$ cat src/rtl/wsfd_pkg.sv
`timescale 1ns / 1ps
`default_nettype none

package wsfd_pkg;

  // Parser phase codes. The unused codes behave as the first header byte.
  localparam logic [2:0] PH_HDR0    = 3'd0;
  localparam logic [2:0] PH_HDR1    = 3'd1;
  localparam logic [2:0] PH_EXTLEN  = 3'd2;
  localparam logic [2:0] PH_KEY     = 3'd3;
  localparam logic [2:0] PH_PAYLOAD = 3'd4;

  // Header field constants.
  localparam logic [6:0] LEN_EXT16 = 7'd126;
  localparam logic [6:0] LEN_EXT64 = 7'd127;
  localparam logic [3:0] EXT16_BYTES = 4'd2;
  localparam logic [3:0] EXT64_BYTES = 4'd8;
  localparam logic [3:0] KEY_BYTES   = 4'd4;

  // One result transaction as it leaves the parser.
  typedef struct packed {
    logic [7:0] data_byte;
    logic [3:0] frame_opcode;
    logic       final_fragment;
    logic       last_of_frame;
    logic       empty_frame;
  } result_t;

endpackage

`default_nettype wire

$ cat src/rtl/wsfd_in_stage.sv
`timescale 1ns / 1ps
`default_nettype none

module wsfd_in_stage (
  input  wire logic       clk_i,
  input  wire logic       rst_ni,
  input  wire logic       in_valid_i,
  output logic            in_stall_o,
  input  wire logic [7:0] in_byte_i,
  input  wire logic       advance_i,
  output logic            byte_valid_o,
  output logic [7:0]      byte_o
);

  logic       vld_q, vld_d;
  logic [7:0] byte_q;

  // The register holds its byte only while the parser cannot move it on.
  assign in_stall_o = vld_q && !advance_i;
  assign vld_d      = in_stall_o ? vld_q : in_valid_i;

  always_ff @(posedge clk_i or negedge rst_ni) begin
    if (!rst_ni) begin
      vld_q <= 1'b0;
    end else begin
      vld_q <= vld_d;
    end
  end

  // Payload register, loaded on each accepted transaction.
  always_ff @(posedge clk_i) begin
    if (!in_stall_o && in_valid_i) begin
      byte_q <= in_byte_i;
    end
  end

  assign byte_valid_o = vld_q;
  assign byte_o       = byte_q;

endmodule

`default_nettype wire

$ cat src/rtl/wsfd_parser.sv
`timescale 1ns / 1ps
`default_nettype none

module wsfd_parser (
  input  wire logic             clk_i,
  input  wire logic             rst_ni,
  input  wire logic             step_i,
  input  wire logic [7:0]       byte_i,
  output logic                  res_valid_o,
  output wsfd_pkg::result_t     res_o
);

  logic [2:0]  phase_q, phase_d;
  logic        fin_q, fin_d;
  logic [3:0]  opcode_q, opcode_d;
  logic        masked_q, masked_d;
  logic [63:0] remain_q, remain_d;
  logic [3:0]  ext_cnt_q, ext_cnt_d;
  logic [31:0] key_q, key_d;
  logic [1:0]  key_pos_q, key_pos_d;

  logic [6:0]  len7;
  logic [3:0]  cnt_dec;
  logic [7:0]  key_byte;
  logic        res_vld;
  logic        res_last;
  logic        res_empty;
  logic [7:0]  res_data;

  assign len7    = byte_i[6:0];
  assign cnt_dec = ext_cnt_q - 4'd1;

  // Key byte for the current payload position; key byte 0 sits in the top bits.
  always_comb begin
    case (key_pos_q)
      2'd0:    key_byte = key_q[31:24];
      2'd1:    key_byte = key_q[23:16];
      2'd2:    key_byte = key_q[15:8];
      default: key_byte = key_q[7:0];
    endcase
  end

  // Next state and result for one stream byte.
  always_comb begin
    phase_d   = phase_q;
    fin_d     = fin_q;
    opcode_d  = opcode_q;
    masked_d  = masked_q;
    remain_d  = remain_q;
    ext_cnt_d = ext_cnt_q;
    key_d     = key_q;
    key_pos_d = key_pos_q;
    res_vld   = 1'b0;
    res_last  = 1'b0;
    res_empty = 1'b0;
    res_data  = 8'd0;
    case (phase_q)
      wsfd_pkg::PH_HDR1: begin
        masked_d = byte_i[7];
        remain_d = '0;
        if (len7 == wsfd_pkg::LEN_EXT16) begin
          ext_cnt_d = wsfd_pkg::EXT16_BYTES;
          phase_d   = wsfd_pkg::PH_EXTLEN;
        end else if (len7 == wsfd_pkg::LEN_EXT64) begin
          ext_cnt_d = wsfd_pkg::EXT64_BYTES;
          phase_d   = wsfd_pkg::PH_EXTLEN;
        end else begin
          remain_d  = {57'd0, len7};
          key_pos_d = 2'd0;
          if (byte_i[7]) begin
            ext_cnt_d = wsfd_pkg::KEY_BYTES;
            key_d     = '0;
            phase_d   = wsfd_pkg::PH_KEY;
          end else if (len7 == 7'd0) begin
            res_vld   = 1'b1;
            res_last  = 1'b1;
            res_empty = 1'b1;
            phase_d   = wsfd_pkg::PH_HDR0;
          end else begin
            phase_d = wsfd_pkg::PH_PAYLOAD;
          end
        end
      end
      wsfd_pkg::PH_EXTLEN: begin
        remain_d  = {remain_q[55:0], byte_i};
        ext_cnt_d = cnt_dec;
        if (cnt_dec == 4'd0) begin
          key_pos_d = 2'd0;
          if (masked_q) begin
            ext_cnt_d = wsfd_pkg::KEY_BYTES;
            key_d     = '0;
            phase_d   = wsfd_pkg::PH_KEY;
          end else if ({remain_q[55:0], byte_i} == 64'd0) begin
            res_vld   = 1'b1;
            res_last  = 1'b1;
            res_empty = 1'b1;
            phase_d   = wsfd_pkg::PH_HDR0;
          end else begin
            phase_d = wsfd_pkg::PH_PAYLOAD;
          end
        end
      end
      wsfd_pkg::PH_KEY: begin
        key_d     = {key_q[23:0], byte_i};
        ext_cnt_d = cnt_dec;
        if (cnt_dec == 4'd0) begin
          key_pos_d = 2'd0;
          if (remain_q == 64'd0) begin
            res_vld   = 1'b1;
            res_last  = 1'b1;
            res_empty = 1'b1;
            phase_d   = wsfd_pkg::PH_HDR0;
          end else begin
            phase_d = wsfd_pkg::PH_PAYLOAD;
          end
        end
      end
      wsfd_pkg::PH_PAYLOAD: begin
        key_pos_d = key_pos_q + 2'd1;
        remain_d  = remain_q - 64'd1;
        res_vld   = 1'b1;
        res_data  = masked_q ? (byte_i ^ key_byte) : byte_i;
        if (remain_q == 64'd1) begin
          res_last = 1'b1;
          phase_d  = wsfd_pkg::PH_HDR0;
        end
      end
      default: begin
        fin_d    = byte_i[7];
        opcode_d = byte_i[3:0];
        phase_d  = wsfd_pkg::PH_HDR1;
      end
    endcase
  end

  // Parser state advances once per byte handed to the output side.
  always_ff @(posedge clk_i or negedge rst_ni) begin
    if (!rst_ni) begin
      phase_q   <= wsfd_pkg::PH_HDR0;
      fin_q     <= 1'b0;
      opcode_q  <= 4'd0;
      masked_q  <= 1'b0;
      remain_q  <= '0;
      ext_cnt_q <= 4'd0;
      key_q     <= '0;
      key_pos_q <= 2'd0;
    end else if (step_i) begin
      phase_q   <= phase_d;
      fin_q     <= fin_d;
      opcode_q  <= opcode_d;
      masked_q  <= masked_d;
      remain_q  <= remain_d;
      ext_cnt_q <= ext_cnt_d;
      key_q     <= key_d;
      key_pos_q <= key_pos_d;
    end
  end

  // Opcode and fin come from the current frame, as held before this byte.
  assign res_valid_o          = step_i && res_vld;
  assign res_o.data_byte      = res_data;
  assign res_o.frame_opcode   = opcode_q;
  assign res_o.final_fragment = fin_q;
  assign res_o.last_of_frame  = res_last;
  assign res_o.empty_frame    = res_empty;

endmodule

`default_nettype wire

$ cat src/rtl/wsfd_out_reg.sv
`timescale 1ns / 1ps
`default_nettype none

module wsfd_out_reg (
  input  wire logic              clk_i,
  input  wire logic              rst_ni,
  input  wire logic              res_valid_i,
  input  wire wsfd_pkg::result_t res_i,
  output logic                   advance_o,
  output logic                   out_valid_o,
  input  wire logic              out_stall_i,
  output wsfd_pkg::result_t      res_o
);

  logic              vld_q, vld_d;
  wsfd_pkg::result_t res_q;

  // The register can take a new result when empty or being drained this cycle.
  assign advance_o = !vld_q || !out_stall_i;
  assign vld_d     = advance_o ? res_valid_i : vld_q;

  always_ff @(posedge clk_i or negedge rst_ni) begin
    if (!rst_ni) begin
      vld_q <= 1'b0;
    end else begin
      vld_q <= vld_d;
    end
  end

  always_ff @(posedge clk_i) begin
    if (advance_o && res_valid_i) begin
      res_q <= res_i;
    end
  end

  assign out_valid_o = vld_q;
  assign res_o       = res_q;

endmodule

`default_nettype wire

$ cat src/rtl/websocket_frame_deframer_unit.sv
// Path: an accepted byte is held in the input register, then its result in the
//   result register, which drives out_valid_o. The parser steps once per byte.
// Throughput: one byte per cycle unless out_stall_i holds the result register.
// Reset: rst_ni is asynchronous and active low; it empties both registers and
//   puts the parser at the first header byte of a frame.
`timescale 1ns / 1ps
`default_nettype none

module websocket_frame_deframer_unit (
  input  wire logic       clk_i,
  input  wire logic       rst_ni,
  input  wire logic       in_valid_i,
  output logic            in_stall_o,
  input  wire logic [7:0] in_byte_i,
  output logic            out_valid_o,
  input  wire logic       out_stall_i,
  output logic [7:0]      data_byte_o,
  output logic [3:0]      frame_opcode_o,
  output logic            final_fragment_o,
  output logic            last_of_frame_o,
  output logic            empty_frame_o
);

  logic              advance;
  logic              byte_valid;
  logic [7:0]        byte_val;
  logic              step;
  logic              res_valid;
  wsfd_pkg::result_t res;
  wsfd_pkg::result_t out_res;

  wsfd_in_stage u_in_stage (
    .clk_i        (clk_i),
    .rst_ni       (rst_ni),
    .in_valid_i   (in_valid_i),
    .in_stall_o   (in_stall_o),
    .in_byte_i    (in_byte_i),
    .advance_i    (advance),
    .byte_valid_o (byte_valid),
    .byte_o       (byte_val)
  );

  // A byte is consumed when present and the result register can take its result.
  assign step = byte_valid && advance;

  wsfd_parser u_parser (
    .clk_i       (clk_i),
    .rst_ni      (rst_ni),
    .step_i      (step),
    .byte_i      (byte_val),
    .res_valid_o (res_valid),
    .res_o       (res)
  );

  wsfd_out_reg u_out_reg (
    .clk_i       (clk_i),
    .rst_ni      (rst_ni),
    .res_valid_i (res_valid),
    .res_i       (res),
    .advance_o   (advance),
    .out_valid_o (out_valid_o),
    .out_stall_i (out_stall_i),
    .res_o       (out_res)
  );

  assign data_byte_o      = out_res.data_byte;
  assign frame_opcode_o   = out_res.frame_opcode;
  assign final_fragment_o = out_res.final_fragment;
  assign last_of_frame_o  = out_res.last_of_frame;
  assign empty_frame_o    = out_res.empty_frame;

endmodule

`default_nettype wire

$ cat config.mk
export PLATFORM = sky130hd
export DESIGN_NAME = websocket_frame_deframer_unit
export DESIGN_NICKNAME = d
export VERILOG_FILES = /design/src/rtl/wsfd_pkg.sv /design/src/rtl/wsfd_in_stage.sv /design/src/rtl/wsfd_parser.sv /design/src/rtl/wsfd_out_reg.sv /design/src/rtl/websocket_frame_deframer_unit.sv
export SDC_FILE = /design/constraint.sdc
export NUM_CORES = 1
export LEC_CHECK = 0
export BUFFER_PORTS_ARGS = -buffer_cell sky130_fd_sc_hd__buf_2
export CAP_MARGIN = 30
export CORE_ASPECT_RATIO = 0.9
export CORE_MARGIN = 2
export CORE_UTILIZATION = 48
export CTS_CLUSTER_SIZE = 10
export DETAILED_ROUTE_END_ITERATION = 12
export HOLD_SLACK_MARGIN = 0.06
export PLACE_DENSITY = 0.67
export SLEW_MARGIN = 20
export SYNTH_ARGS = -nofsm -noshare
export SYNTH_HDL_FRONTEND = slang
export SYNTH_SLANG_ARGS = --single-unit
$ cat constraint.sdc
create_clock -name clk_i -period 3.2 [get_ports clk_i]
set_input_delay 0.48 -clock clk_i [delete_from_list [all_inputs] [get_ports clk_i]]
set_output_delay 0.48 -clock clk_i [all_outputs]
set_load 0.05 [all_outputs]
=== Word-level counts from Yosys, hierarchy flattened ===
Cells that the tools add are included.

* Bits in registers: 136
* Input bits: 12
* Output and inout port bits: 17

* $add $sub $neg: 3
* Eq/ne operators: 18
* Muxes and demuxes: 45
* Bitwise gates (word level): 2
* Reductions and logical operators: 27

{| class="wikitable"
|+ Operators with widths
! kind !! count
|-
| $pmux W64 S3 || 1
|-
| $mux W32 || 5
|-
| $logic_not A64 Y1 || 2
|-
| $pmux W32 S3 || 1
|-
| $eq A64 B1 Y1 const B || 1
|-
| $mux W64 || 1
|-
| $sub A64 B1 Y64 const B || 1
|-
| $mux W3 || 10
|-
| $pmux W8 S3 || 1
|-
| $mux W4 || 5
|-
| $eq A7 B7 Y1 const B || 2
|-
| $pmux W3 S4 || 1
|-
| $pmux W4 S3 || 1
|-
| $mux W1 || 10
|-
| $ne A2 B1 Y1 const B || 5
|-
| $reduce_bool A3 Y1 || 3
|-
| $mux W8 || 1
|-
| $pmux W1 S4 || 2
|-
| $xor A8 B8 Y8 || 1
|-
| $logic_not A7 Y1 || 1
|-
| $mux W7 || 1
|-
| $reduce_and A7 Y1 || 1
|-
| $eq A3 B2 Y1 const B || 2
|-
| $mux W2 || 3
|-
| other kinds (22) || 33
|}

=== Depth between registers and ports, before layout ===
Gate-level depths: netlist (run 1).

* Depth in word-level cells: 8
* Mapped depth: 9

=== By module ===
Synthesis (run 1) repeated with hierarchy kept, for this count alone.

* Cell total of the unflattened synthesis: 814
* Area, all modules: 7,538.5 µm²

{| class="wikitable"
|+ By module, submodules not included
! module !! times used !! cells an instance !! area an instance (µm²) !! sequential area each (µm²)
|-
| wsfd_parser || 1 || 781 || 6,736.5 || 2,777.7
|-
| wsfd_out_reg || 1 || 19 || 498.0 || 475.5
|-
| wsfd_in_stage || 1 || 13 || 297.8 || 265.3
|-
| websocket_frame_deframer_unit || 1 || 1 || 6.3 || 0.0
|}

=== Worst setup path after synthesis (run 1) ===
Ideal clock, no wire load.

* Path type: flip-flop to flip-flop
* Start: register u_parser.remain_q[0]
* End: register u_out_reg.res_q (netlist bit u_out_reg.res_o[0]) (enable)
* Setup time: 396 ps
* Data arrival time: 3,036 ps
* Data required time: 2,804 ps
* Path slack: -232 ps
* Cell stages (with the launch flop): 10
* Buffers on the path: 2
* Period minus slack after synthesis: 3,432 ps
* Path through: dfrtp_1 -> inv_1 -> ha_1 -> or4b_1 -> buf_2 -> nor4_4 -> and3_2 -> clkbuf_2 -> a41oi_1 -> a31oi_1

* Word-level cells in the longest chain between the ends: 7
* Elaborated cells between the ends (all ways): 10
* Those cells by class: 6 x mux; 4 x reduce/logical

{| class="wikitable"
|+ Ends and longest elaborated chain
! what !! line !! RTL
|-
| from (decl) || wsfd_parser.sv:17 || <nowiki>logic [63:0] remain_q, remain_d;</nowiki>
|-
| from (signal assigned) || wsfd_parser.sv:152 || <nowiki>remain_q <= remain_d;</nowiki>
|-
| $logic_not A64 Y1 || wsfd_parser.sv:93 || <nowiki>end else if ({remain_q[55:0], byte_i} == 64'd0) begin</nowiki>
|-
| $mux W1 || wsfd_parser.sv:93 ||
|-
| $mux W1 || wsfd_parser.sv:89 || <nowiki>if (masked_q) begin</nowiki>
|-
| $mux W1 || wsfd_parser.sv:87 || <nowiki>if (cnt_dec == 4'd0) begin</nowiki>
|-
| $pmux W1 S4 * || wsfd_parser.sv:57 || <nowiki>case (phase_q)</nowiki>
|-
| $logic_and A1 B1 Y1 * || wsfd_parser.sv:160 || <nowiki>assign res_valid_o = step_i && res_vld;</nowiki>
|-
| $logic_and A1 B1 Y1 * || wsfd_out_reg.sv:31 || <nowiki>if (advance_o && res_valid_i) begin</nowiki>
|-
| to (signal assigned) || wsfd_out_reg.sv:32 || <nowiki>res_q <= res_i;</nowiki>
|-
| to (decl) || wsfd_out_reg.sv:16 || <nowiki>wsfd_pkg::result_t res_q;</nowiki>
|}

Every way passes the cells marked *; elsewhere a longest branch is shown, timed or not.
A chain may end at the register's enable or synchronous reset.

=== Final worst setup path (run 1) ===
* Start: register u_parser.remain_q[0]
* End: register u_out_reg.res_q (netlist bit u_out_reg.res_o[12]) (enable)

The elaborated chain is that of the path after synthesis.

==> run metrics, run 1 <==
sequential area share after synthesis=44.98%; Total GRT Usage=29.00%; fmax=334.8 MHz; Worst path slowest cell=or4b_1; global route total overflow=0; Iter 0 DRT Violations=1,152; post-synth net total=868; Crit Path Category=reg2reg; required time of the critical path=3.33 ns; Worst EP arrival=3.11 ns; Cells after Synth=848; Filler cells=1,414; IO Pins=29; post-synthesis cell type count=76; initial core utilization=48.83%; CTS HTree Levels=4; Routed Antenna Nets=0; post-synthesis async set-or-reset flop share=83.09%; share of layout cells above drive strength 1=14.01%; initial antenna violation count=1; Die W=138.6 microns; RSZ-0062 raised after global routing=false; Worst Tran Pin Value=0.7821 ns; nets@finish=892; Mean Syn Cell Area=9.225 sq um; worst reg2reg endpoint=u_out_reg.res_o[12]; dpl hpwl=16,770 microns; worst-case clock buffer depth=2; hold buffers post-CTS=0; ANT cells=0; TritonCTS clock tree=done; DR DRC count=0; relative slew slack=47.38%; count of warnings emitted by yosys=0; Clk network pwr share=27.3%; number of vias per cell=6.981; switching share of power=43.47%; first-pass GRT wire length=40,400 microns; area of the die=0.01734 sq mm; post-synthesis register bit count=136; R2R Path Start=u_parser.remain_q[0]; Core Area=0.01602 sq mm; largest net degree at the start of global routing=97; power per cell area=799.7 mW/mm^2; CTS sink cnt=136; register area=0.003518 sq mm; r2r setup slk=0.21 ns; Post-CTS Resized=0; hold crit path type=in2async; Switch Pwr=3.094 mW; DRT Pass-1 Iters=7; Clock Pin Slew Worst Setup and Hold Paths=0.07 ns; crit share post-route=93.35%; Comb pwr share=38.8%; critical-path cell list=inv_1, ha_1, or4b_1, nor4_4, and3_2, nand4_1, a31oi_2, buf_4; number of CTS-inserted buffers=17; Area growth syn-to-layout=13.76%; part of the power in registers=33.9%; Post-synth EDFFs=23; R2R cell count=8; DR vias=7,623; hold slack final=0.08386 ns; crit end category=flip-flop; Worst-Skew Late Latency=0.44 ns; GPL Wtd Cong=0.9735; status=completed; P_int=4.023 mW; I/O Buffers=28; max_cap viols=0; Wirelength per Cell=22.81 microns; Peak VDD IR=0.4074 mV; fin crit period=2.987 ns; max incr delay on CP=0.62 ns; Setup TNS=0 ns; Final Skew=0.009995 ns; CP Max Fanout=15; row cnt=44; Synth Flop Type=dfrtp_1; buffer count from post-CTS setup fixing=0; area of the multi-input gates=0.004011 sq mm; Max Slew Vio Count=0; CTS root buf=clkbuf_16; Hold Violations, Final=0; DIE HEIGHT=125.1 microns; setup violators final=0; vias in the first global route=7,371; LEAKAGE=3.735 nW; cell area after synthesis=0.007823 sq mm; drt total wl=24,910 microns; category of the worst setup path launch point=flip-flop
==> worst max-delay path by stage <==
stage	startpoint	endpoint	slack [ns]
3_3_place_gp	u_parser.remain_q[0]	u_out_reg.res_o[12]	0.42
2_1_floorplan	u_parser.remain_q[0]	u_out_reg.res_o[0]	0.09
3_5_place_dp	u_parser.remain_q[0]	u_out_reg.res_o[12]	0.28
5_1_grt	u_parser.remain_q[0]	u_out_reg.res_o[12]	0.05
4_1_cts	u_parser.remain_q[0]	u_out_reg.res_o[12]	0.26
6_report	u_parser.remain_q[0]	u_out_reg.res_o[12]	0.21
==> through the flow <==
stage                     instances  setup WS (ns)  utilization [%]  power (mW)  instance area [sq um]
after global placement         1060         0.4245            51.97       5.034                   8325
after floorplan                 848        0.08936                -       4.138                   7829
final                          1092         0.2127            55.55       7.117                   8899
after global routing           1092        0.04768            55.55       7.473                   8899
after CTS                      1092         0.2614            55.55       7.042                   8899
after detailed placement       1060         0.2800            51.97       5.089                   8325
==> cell type report <==
class | count | share of cell area (%)
sequential | 136 | 39.54
multi-input combinational | 633 | 45.08
clock inverter | 15 | 1.659
timing repair buffer | 67 | 5.315
tap | 207 | 2.911
clock buffer | 17 | 4.781
inverter | 17 | 0.7171
==> state kept, by name, summed over array words and instances (netlist names) <==
name and flops:
u_parser.fin_q 1, u_parser.phase_q 3, u_in_stage.byte_o 8, u_out_reg.res_o 15
u_out_reg.out_valid_o 1, u_parser.ext_cnt_q 4, u_in_stage.byte_valid_o 1, u_parser.remain_q 64
u_parser.key_q 32, u_parser.opcode_q 4, u_parser.masked_q 1, u_parser.key_pos_q 2
==> power by group through the flow <==
stage	Combinational (mW)	Clock (mW)	Sequential, mW
after global routing	2.98	2.04	2.45
after CTS	2.68	1.96	2.40
after detailed placement	2.67	0	2.42
final	2.76	1.94	2.41
after floorplan	1.80	0	2.34
after global placement	2.63	0	2.41
==> cell usage in the layout, fill, tap and decap left out, types with 20 or more instances in the layout <==
cell type  synthesis  final
nor2_1            58     57
nor3_1            37     37
buf_4              1     37
edfxtp_1          23     23
dfrtp_1          113    113
a21oi_1           33     33
nand4_1           26     26
or3_1             20     20
a22o_1            36     36
buf_2              4     27
nand2_1           80     80
o21ai_0           69     69
nand3_1           26     26
==> logic make-up (layout without fill, tap and decap cells) <==
group	after synthesis	after routing	synth area share, %
AO/OA/AOI/OAI	271	271	24.52
XOR/XNOR	10	10	1.120
adder cells (fa/ha/maj)	8	8	1.280
buffers and inverters	79	116	3.919
flip-flops	136	136	44.98
multiplexers	8	8	1.120
AND/OR/NAND/NOR	336	336	23.06
==> worst max-delay path, delay by kind of cell, from the launching register on <==
kind / cells / cell delay [ns]
AND/OR/NAND/NOR: 4 / 1.41
flip-flops: 1 / 0.43
AO/OA/AOI/OAI: 1 / 0.23
adder cells (fa/ha/maj): 1 / 0.22
buffers and inverters: 2 / 0.37
==> per-layer routing <==
metal	GRT usage (%)	up-vias	part of all wire, %
li1	-	3357	-
met1	41.53	3719	44
met2	42.81	450	44
met3	6.971	95	9.1
met4	11.16	2	3.1
met5	0	-	0.052
==> cells in the mapped netlist (all sizes together) (9+ instances only) <==
cell type	number	area, sq um
dfrtp	113	2828
and3	10	63.81
nor2	58	217.7
nand4	26	162.7
xor2	9	78.83
a22oi	15	112.6
or4	13	101.4
a31oi	10	62.56
inv	17	63.81
or3	20	125.1
a22o	36	315.3
nand2	80	300.3
nand3	27	147.6
o21ai	70	350.3
o211ai	16	120.1
buf	10	46.30
edfxtp	23	690.7
a21oi	33	165.2
a32oi	13	113.9
o311ai	19	166.4
and2	11	68.82
nor3	37	185.2
clkbuf	52	196.4
nor4	21	173.9
No activity file was read; power rests on OpenSTA's default activity.
==> inputs of run 2 (changes only) <==
==> constraint.sdc (replaced) <==
create_clock -name clk_i -period 3.2 [get_ports clk_i]
set_input_delay 0.32 -clock clk_i [delete_from_list [all_inputs] [get_ports clk_i]]
set_output_delay 0.32 -clock clk_i [all_outputs]
set_load 0.05 [all_outputs]
==> run 2 against run 1 <==
Against the previous run: sequential power hardly changed; largest power group unchanged; via count is 0.92% higher; cell area is 0.84% higher; critical path depth stayed put; highest routed layer is now met4.
==> run metrics, run 2 (synthesis results as in run 1) <==
Worst EP arrival=3.11 ns; Wirelength per Cell=22.86 microns; area of the multi-input gates=0.004011 sq mm; GPL Wtd Cong=0.9711; power per cell area=789.8 mW/mm^2; R2R Path Start=u_parser.remain_q[0]; Final Skew=0.02024 ns; hold slack final=0.07432 ns; R2R cell count=8; DRT Pass-1 Iters=6; max reg flops=64; category of the worst setup path launch point=flip-flop; number of CTS-inserted buffers=17; Worst-Skew Late Latency=0.44 ns; LEAKAGE=3.756 nW; crit share post-route=92.95%; CP Max Fanout=15; IO Pins=29; relative slew slack=44.93%; share of layout cells above drive strength 1=13.97%; largest net degree at the start of global routing=80; drt total wl=25,190 microns; Hold Path Sink=u_in_stage.byte_o[5]; max incr delay on CP=0.64 ns; CTS root buf=clkbuf_16; Most flops, register=u_parser.remain_q; initial core utilization=48.83%; DR vias=7,693; register area=0.003518 sq mm; Crit Path Category=reg2reg; row cnt=44; Worst Tran Pin Value=0.8260 ns; initial antenna violation count=0; Area growth syn-to-layout=14.72%; worst-case clock buffer depth=2; Die W=138.6 microns; max_cap viols=0; vias in the first global route=7,349; Peak VDD IR=0.4658 mV; Filler cells=1,392; number of vias per cell=6.981; Max Slew Vio Count=0; setup violators final=0; nets@finish=902; Hold Crit Depth=1; fmax=336.2 MHz; crit end category=flip-flop; Iter 0 DRT Violations=1,279; ANT cells=0; first-pass GRT wire length=40,540 microns; critical-path cell list=inv_1, ha_1, or4b_1, nor4_4, and3_2, a41oi_1, a31oi_2, buf_12; hold crit path type=in2reg; Total GRT Usage=29.29%; RSZ-0062 raised after global routing=false; CTS HTree Levels=4; required time of the critical path=3.34 ns; CTS sink cnt=136; DR DRC count=0; fin crit period=2.974 ns; r2r setup slk=0.23 ns; Setup TNS=0 ns; I/O Buffers=28; worst reg2reg endpoint=u_out_reg.res_o[2]; Hold Path Origin=in_byte_i[5]; Hold Violations, Final=0; commonest non-fill, non-tap cell in the layout=dfrtp_1; DIE HEIGHT=125.1 microns; most frequent cells in the layout=113 x dfrtp_1, 80 x nand2_1, 69 x o21ai_0, 57 x nor2_1, 39 x buf_4; area of the die=0.01734 sq mm; Routed Antenna Nets=0; dpl hpwl=16,970 microns; Core Area=0.01602 sq mm; Clock Pin Slew Worst Setup and Hold Paths=0.07 ns; global route total overflow=0; TritonCTS clock tree=done; status=completed; Worst path slowest cell=or4b_1
[run 2: cell count changes in the layout (fill, tap and decap cells not counted)]
cell	change
inv_6	+1
clkbuf_1	+1
buf_4	+2
clkinvlp_4	+2
inv_8	-2
dlygate4sd3_1	+8
clkinv_4	-1
clkinv_8	-1
[run 2: worst max path at each step]
stage                               from             endpoint  slack, ns  cells past startpoint
detailed placement  u_parser.remain_q[0]   u_out_reg.res_o[7]       0.33                      8
finish              u_parser.remain_q[0]   u_out_reg.res_o[2]       0.23                      8
floorplan           u_parser.remain_q[0]   u_out_reg.res_o[0]       0.09                      9
global placement    u_parser.remain_q[0]  u_out_reg.res_o[12]       0.48                      8
global route        u_parser.remain_q[0]  u_out_reg.res_o[12]       0.10                      8
CTS                 u_parser.remain_q[0]  u_out_reg.res_o[12]       0.29                      8
[run 2: metrics by stage]
stage	worst slack, ns	utilization [%]	instance area [sq um]	instances	power, mW
after detailed placement	0.3343	52.06	8341	1062	5.097
after global placement	0.4751	52.06	8341	1062	5.040
after CTS	0.2911	56.01	8974	1102	7.009
after floorplan	0.08936	-	7829	848	4.138
after global routing	0.1044	56.01	8974	1102	7.439
final	0.2255	56.01	8974	1102	7.087
[run 2: area by class of cell]
class | instances | share of cell area, %
Sequential cell | 136 | 39.21
Inverter | 17 | 0.7111
Multi-Input combinational cell | 633 | 44.70
Tap cell | 207 | 2.886
Clock inverter | 14 | 1.380
Clock buffer | 18 | 4.782
Timing Repair Buffer | 77 | 6.330
[run 2: power breakdown]
part / switching, mW / internal (mW)
Combinational: 1.84 / 0.936
Sequential: 0.353 / 2.05
Clock: 0.878 / 1.02
Total: 3.07 / 4.01
[run 2: critical path: cells and delay by family (launching register included)]
family                     cells  cell delay, ns
AOI/OAI and AO/OA              2            0.50
adders and majority gates      1            0.21
buffers and inverters          2            0.29
DFF                            1            0.44
and+or+nand+nor                3            1.23
[run 2: what timing repair did]
action                                 in CTS  in global routing
endpoints found under the hold margin      64                  0
hold buffers                                8                  0
setup buffers                               0                  0
resized for setup                           0                  0
[run 2: routing by layer]
layer	share of wire (%)	routed length (microns)	track usage [%]	vias to the layer above
met5	0	0	0	-
met3	9.3	2340	6.779	68
met1	43	10770	41.66	3774
met4	2.8	702	11.34	0
met2	45	11380	43.71	483
li1	-	-	-	3368
==> inputs of run 3 (changes only) <==
Settings changed: CORE_ASPECT_RATIO 0.9 to 1.2, PLACE_DENSITY 0.67 to default.
Clock period 3.2 ns to 3.6 ns, I/O delays scaled along.
==> run 3 against run 2 <==
Against the previous run: cell count shrank 1.3%; wire length shrank 0.30%; highest routed layer unchanged; largest cell class unchanged; global-route usage grew 0.37 points; fmax shrank 2.4%; power shrank 13%.
==> run metrics, run 3 (synthesis results as in run 1) <==
status=completed; initial antenna violation count=0; placed instance area=0.008225 sq mm; Total GRT Usage=29.65%; Worst EP arrival=3.16 ns; DR DRC count=0; GPL Wtd Cong=1.007; DIE HEIGHT=143.8 microns; Worst path slowest cell=or4b_1; required time of the critical path=3.71 ns; max reg flops=64; initial core utilization=48.65%; nets@finish=883; Wirelength per Cell=23.08 microns; Die W=120.5 microns; buffer count from post-CTS setup fixing=0; R2R cell count=9; CP top delay family=simple AND/OR/NAND/NOR gates; number of CTS-inserted buffers=17; row cnt=51; dpl hpwl=17,140 microns; DR vias=7,461; power per cell area=699.1 mW/mm^2; global route total overflow=0; Post-CTS Resized=0; Worst-Skew Late Latency=0.42 ns; Filler cells=1,471; LEAKAGE=3.656 nW; Clock Pin Slew Worst Setup and Hold Paths=0.06 ns; hold crit path type=in2reg; share of layout cells above drive strength 1=12.79%; max incr delay on CP=0.65 ns; Hold Path Origin=in_byte_i[5]; commonest non-fill, non-tap cell in the layout=dfrtp_1; Hold Crit Depth=1; Stages on worst setup path=9; Buffers & Inverters on Critical Path=3; relative slew slack=42.01%; pre-CTS setup slack=0.5972 ns; CTS sink cnt=136; Area growth syn-to-layout=12.25%; Max Slew Vio Count=0; Most flops, register=u_parser.remain_q; CP Max Fanout=15; CTS HTree Levels=4; fmax=328.0 MHz; Peak VDD IR=0.3421 mV; crit share post-route=84.69%; number of vias per cell=6.858; hold slack final=0.1107 ns; Core Area=0.01608 sq mm; final instance area=0.008781 sq mm; DRT Pass-1 Iters=6; crit end category=flip-flop; I/O Buffers=28; max_cap viols=0; category of the worst setup path launch point=flip-flop; vias in the first global route=7,072; largest net degree at the start of global routing=61; worst-case clock buffer depth=2; most frequent cells in the layout=113 x dfrtp_1, 80 x nand2_1, 69 x o21ai_0, 57 x nor2_1, 37 x nor3_1; fin crit period=3.049 ns; Iter 0 DRT Violations=946; setup violators final=0; Hold Violations, Final=0; final design utilization=54.61%; Setup crit start=u_parser.remain_q[0]; Final Skew=0.01111 ns; area of the die=0.01734 sq mm; Worst Tran Pin Value=0.8619 ns; first-pass GRT wire length=39,630 microns; hold buffers post-CTS=1; Routed Antenna Nets=0; Setup TNS=0 ns; ANT cells=0; drt total wl=25,110 microns; critical-path cell list=inv_1, ha_1, or4b_1, nor4_4, buf_4, and3_2, nand4_1, a31oi_1, buf_4; IO Pins=29; CTS root buf=clkbuf_16; TritonCTS clock tree=done; cell mode on critical path=buf_4; RSZ-0062 raised after global routing=false; Crit Path Category=reg2reg; R2R Path Start=u_parser.remain_q[0]; Final Worst Setup Slack=0.5511 ns
-- run 3: worst paths after layout --
| path | slack, ns | to |
|---|---|---|
| min in group asynchronous | 0.56 | u_parser.key_q[27] |
| hold / removal | 0.11 | u_in_stage.byte_o[5] |
| max in group asynchronous | 2.23 | u_out_reg.out_valid_o |
| setup / recovery | 0.55 | u_out_reg.res_o[13] |
| setup reg to reg | 0.55 | u_out_reg.res_o[13] |
| hold reg to reg | 0.45 | u_out_reg.res_o[2] |
-- run 3: worst register-to-register path: cells and delay by family (launching register included) --
kind / cells / cell delay, ns
compound gates: 1 / 0.22
fa+ha+maj: 1 / 0.24
buf+inv: 3 / 0.58
flops: 1 / 0.43
simple gates: 4 / 1.28
-- run 3: where the power goes --
| part | internal [mW] | leakage, nW | switching (mW) |
|---|---|---|---|
| Clock | 0.925 | 0.265 | 0.698 |
| Sequential | 1.83 | 1.75 | 0.300 |
| Combinational | 0.767 | 1.64 | 1.62 |
-- run 3: through the flow --
step / std cells / power [mW]
floorplan: 848 / 3.678
global placement: 1055 / 4.438
detailed placement: 1055 / 4.463
CTS: 1088 / 6.102
global route: 1088 / 6.461
finish: 1088 / 6.139
-- run 3: cell type report --
type                    count  area [sq um]  area share [%]
clock buffers              20         456.7           5.201
clock inverters            12         88.84           1.012
inverters                  17         63.81          0.7267
multi-input cells         633          4005           45.61
flip-flops and latches    136          3518           40.07
well taps                 212         265.3           3.021
repair buffers             58         382.9           4.360
-- run 3: routing by layer --
| metal | GRT usage, % | vias to the layer above | share of wire (%) |
|---|---|---|---|
| li1 | - | 3333 | - |
| met1 | 38.47 | 3647 | 41 |
| met2 | 48.68 | 390 | 48 |
| met3 | 5.119 | 91 | 7.2 |
| met4 | 13.22 | 0 | 4.2 |
| met5 | 0 | - | 0 |
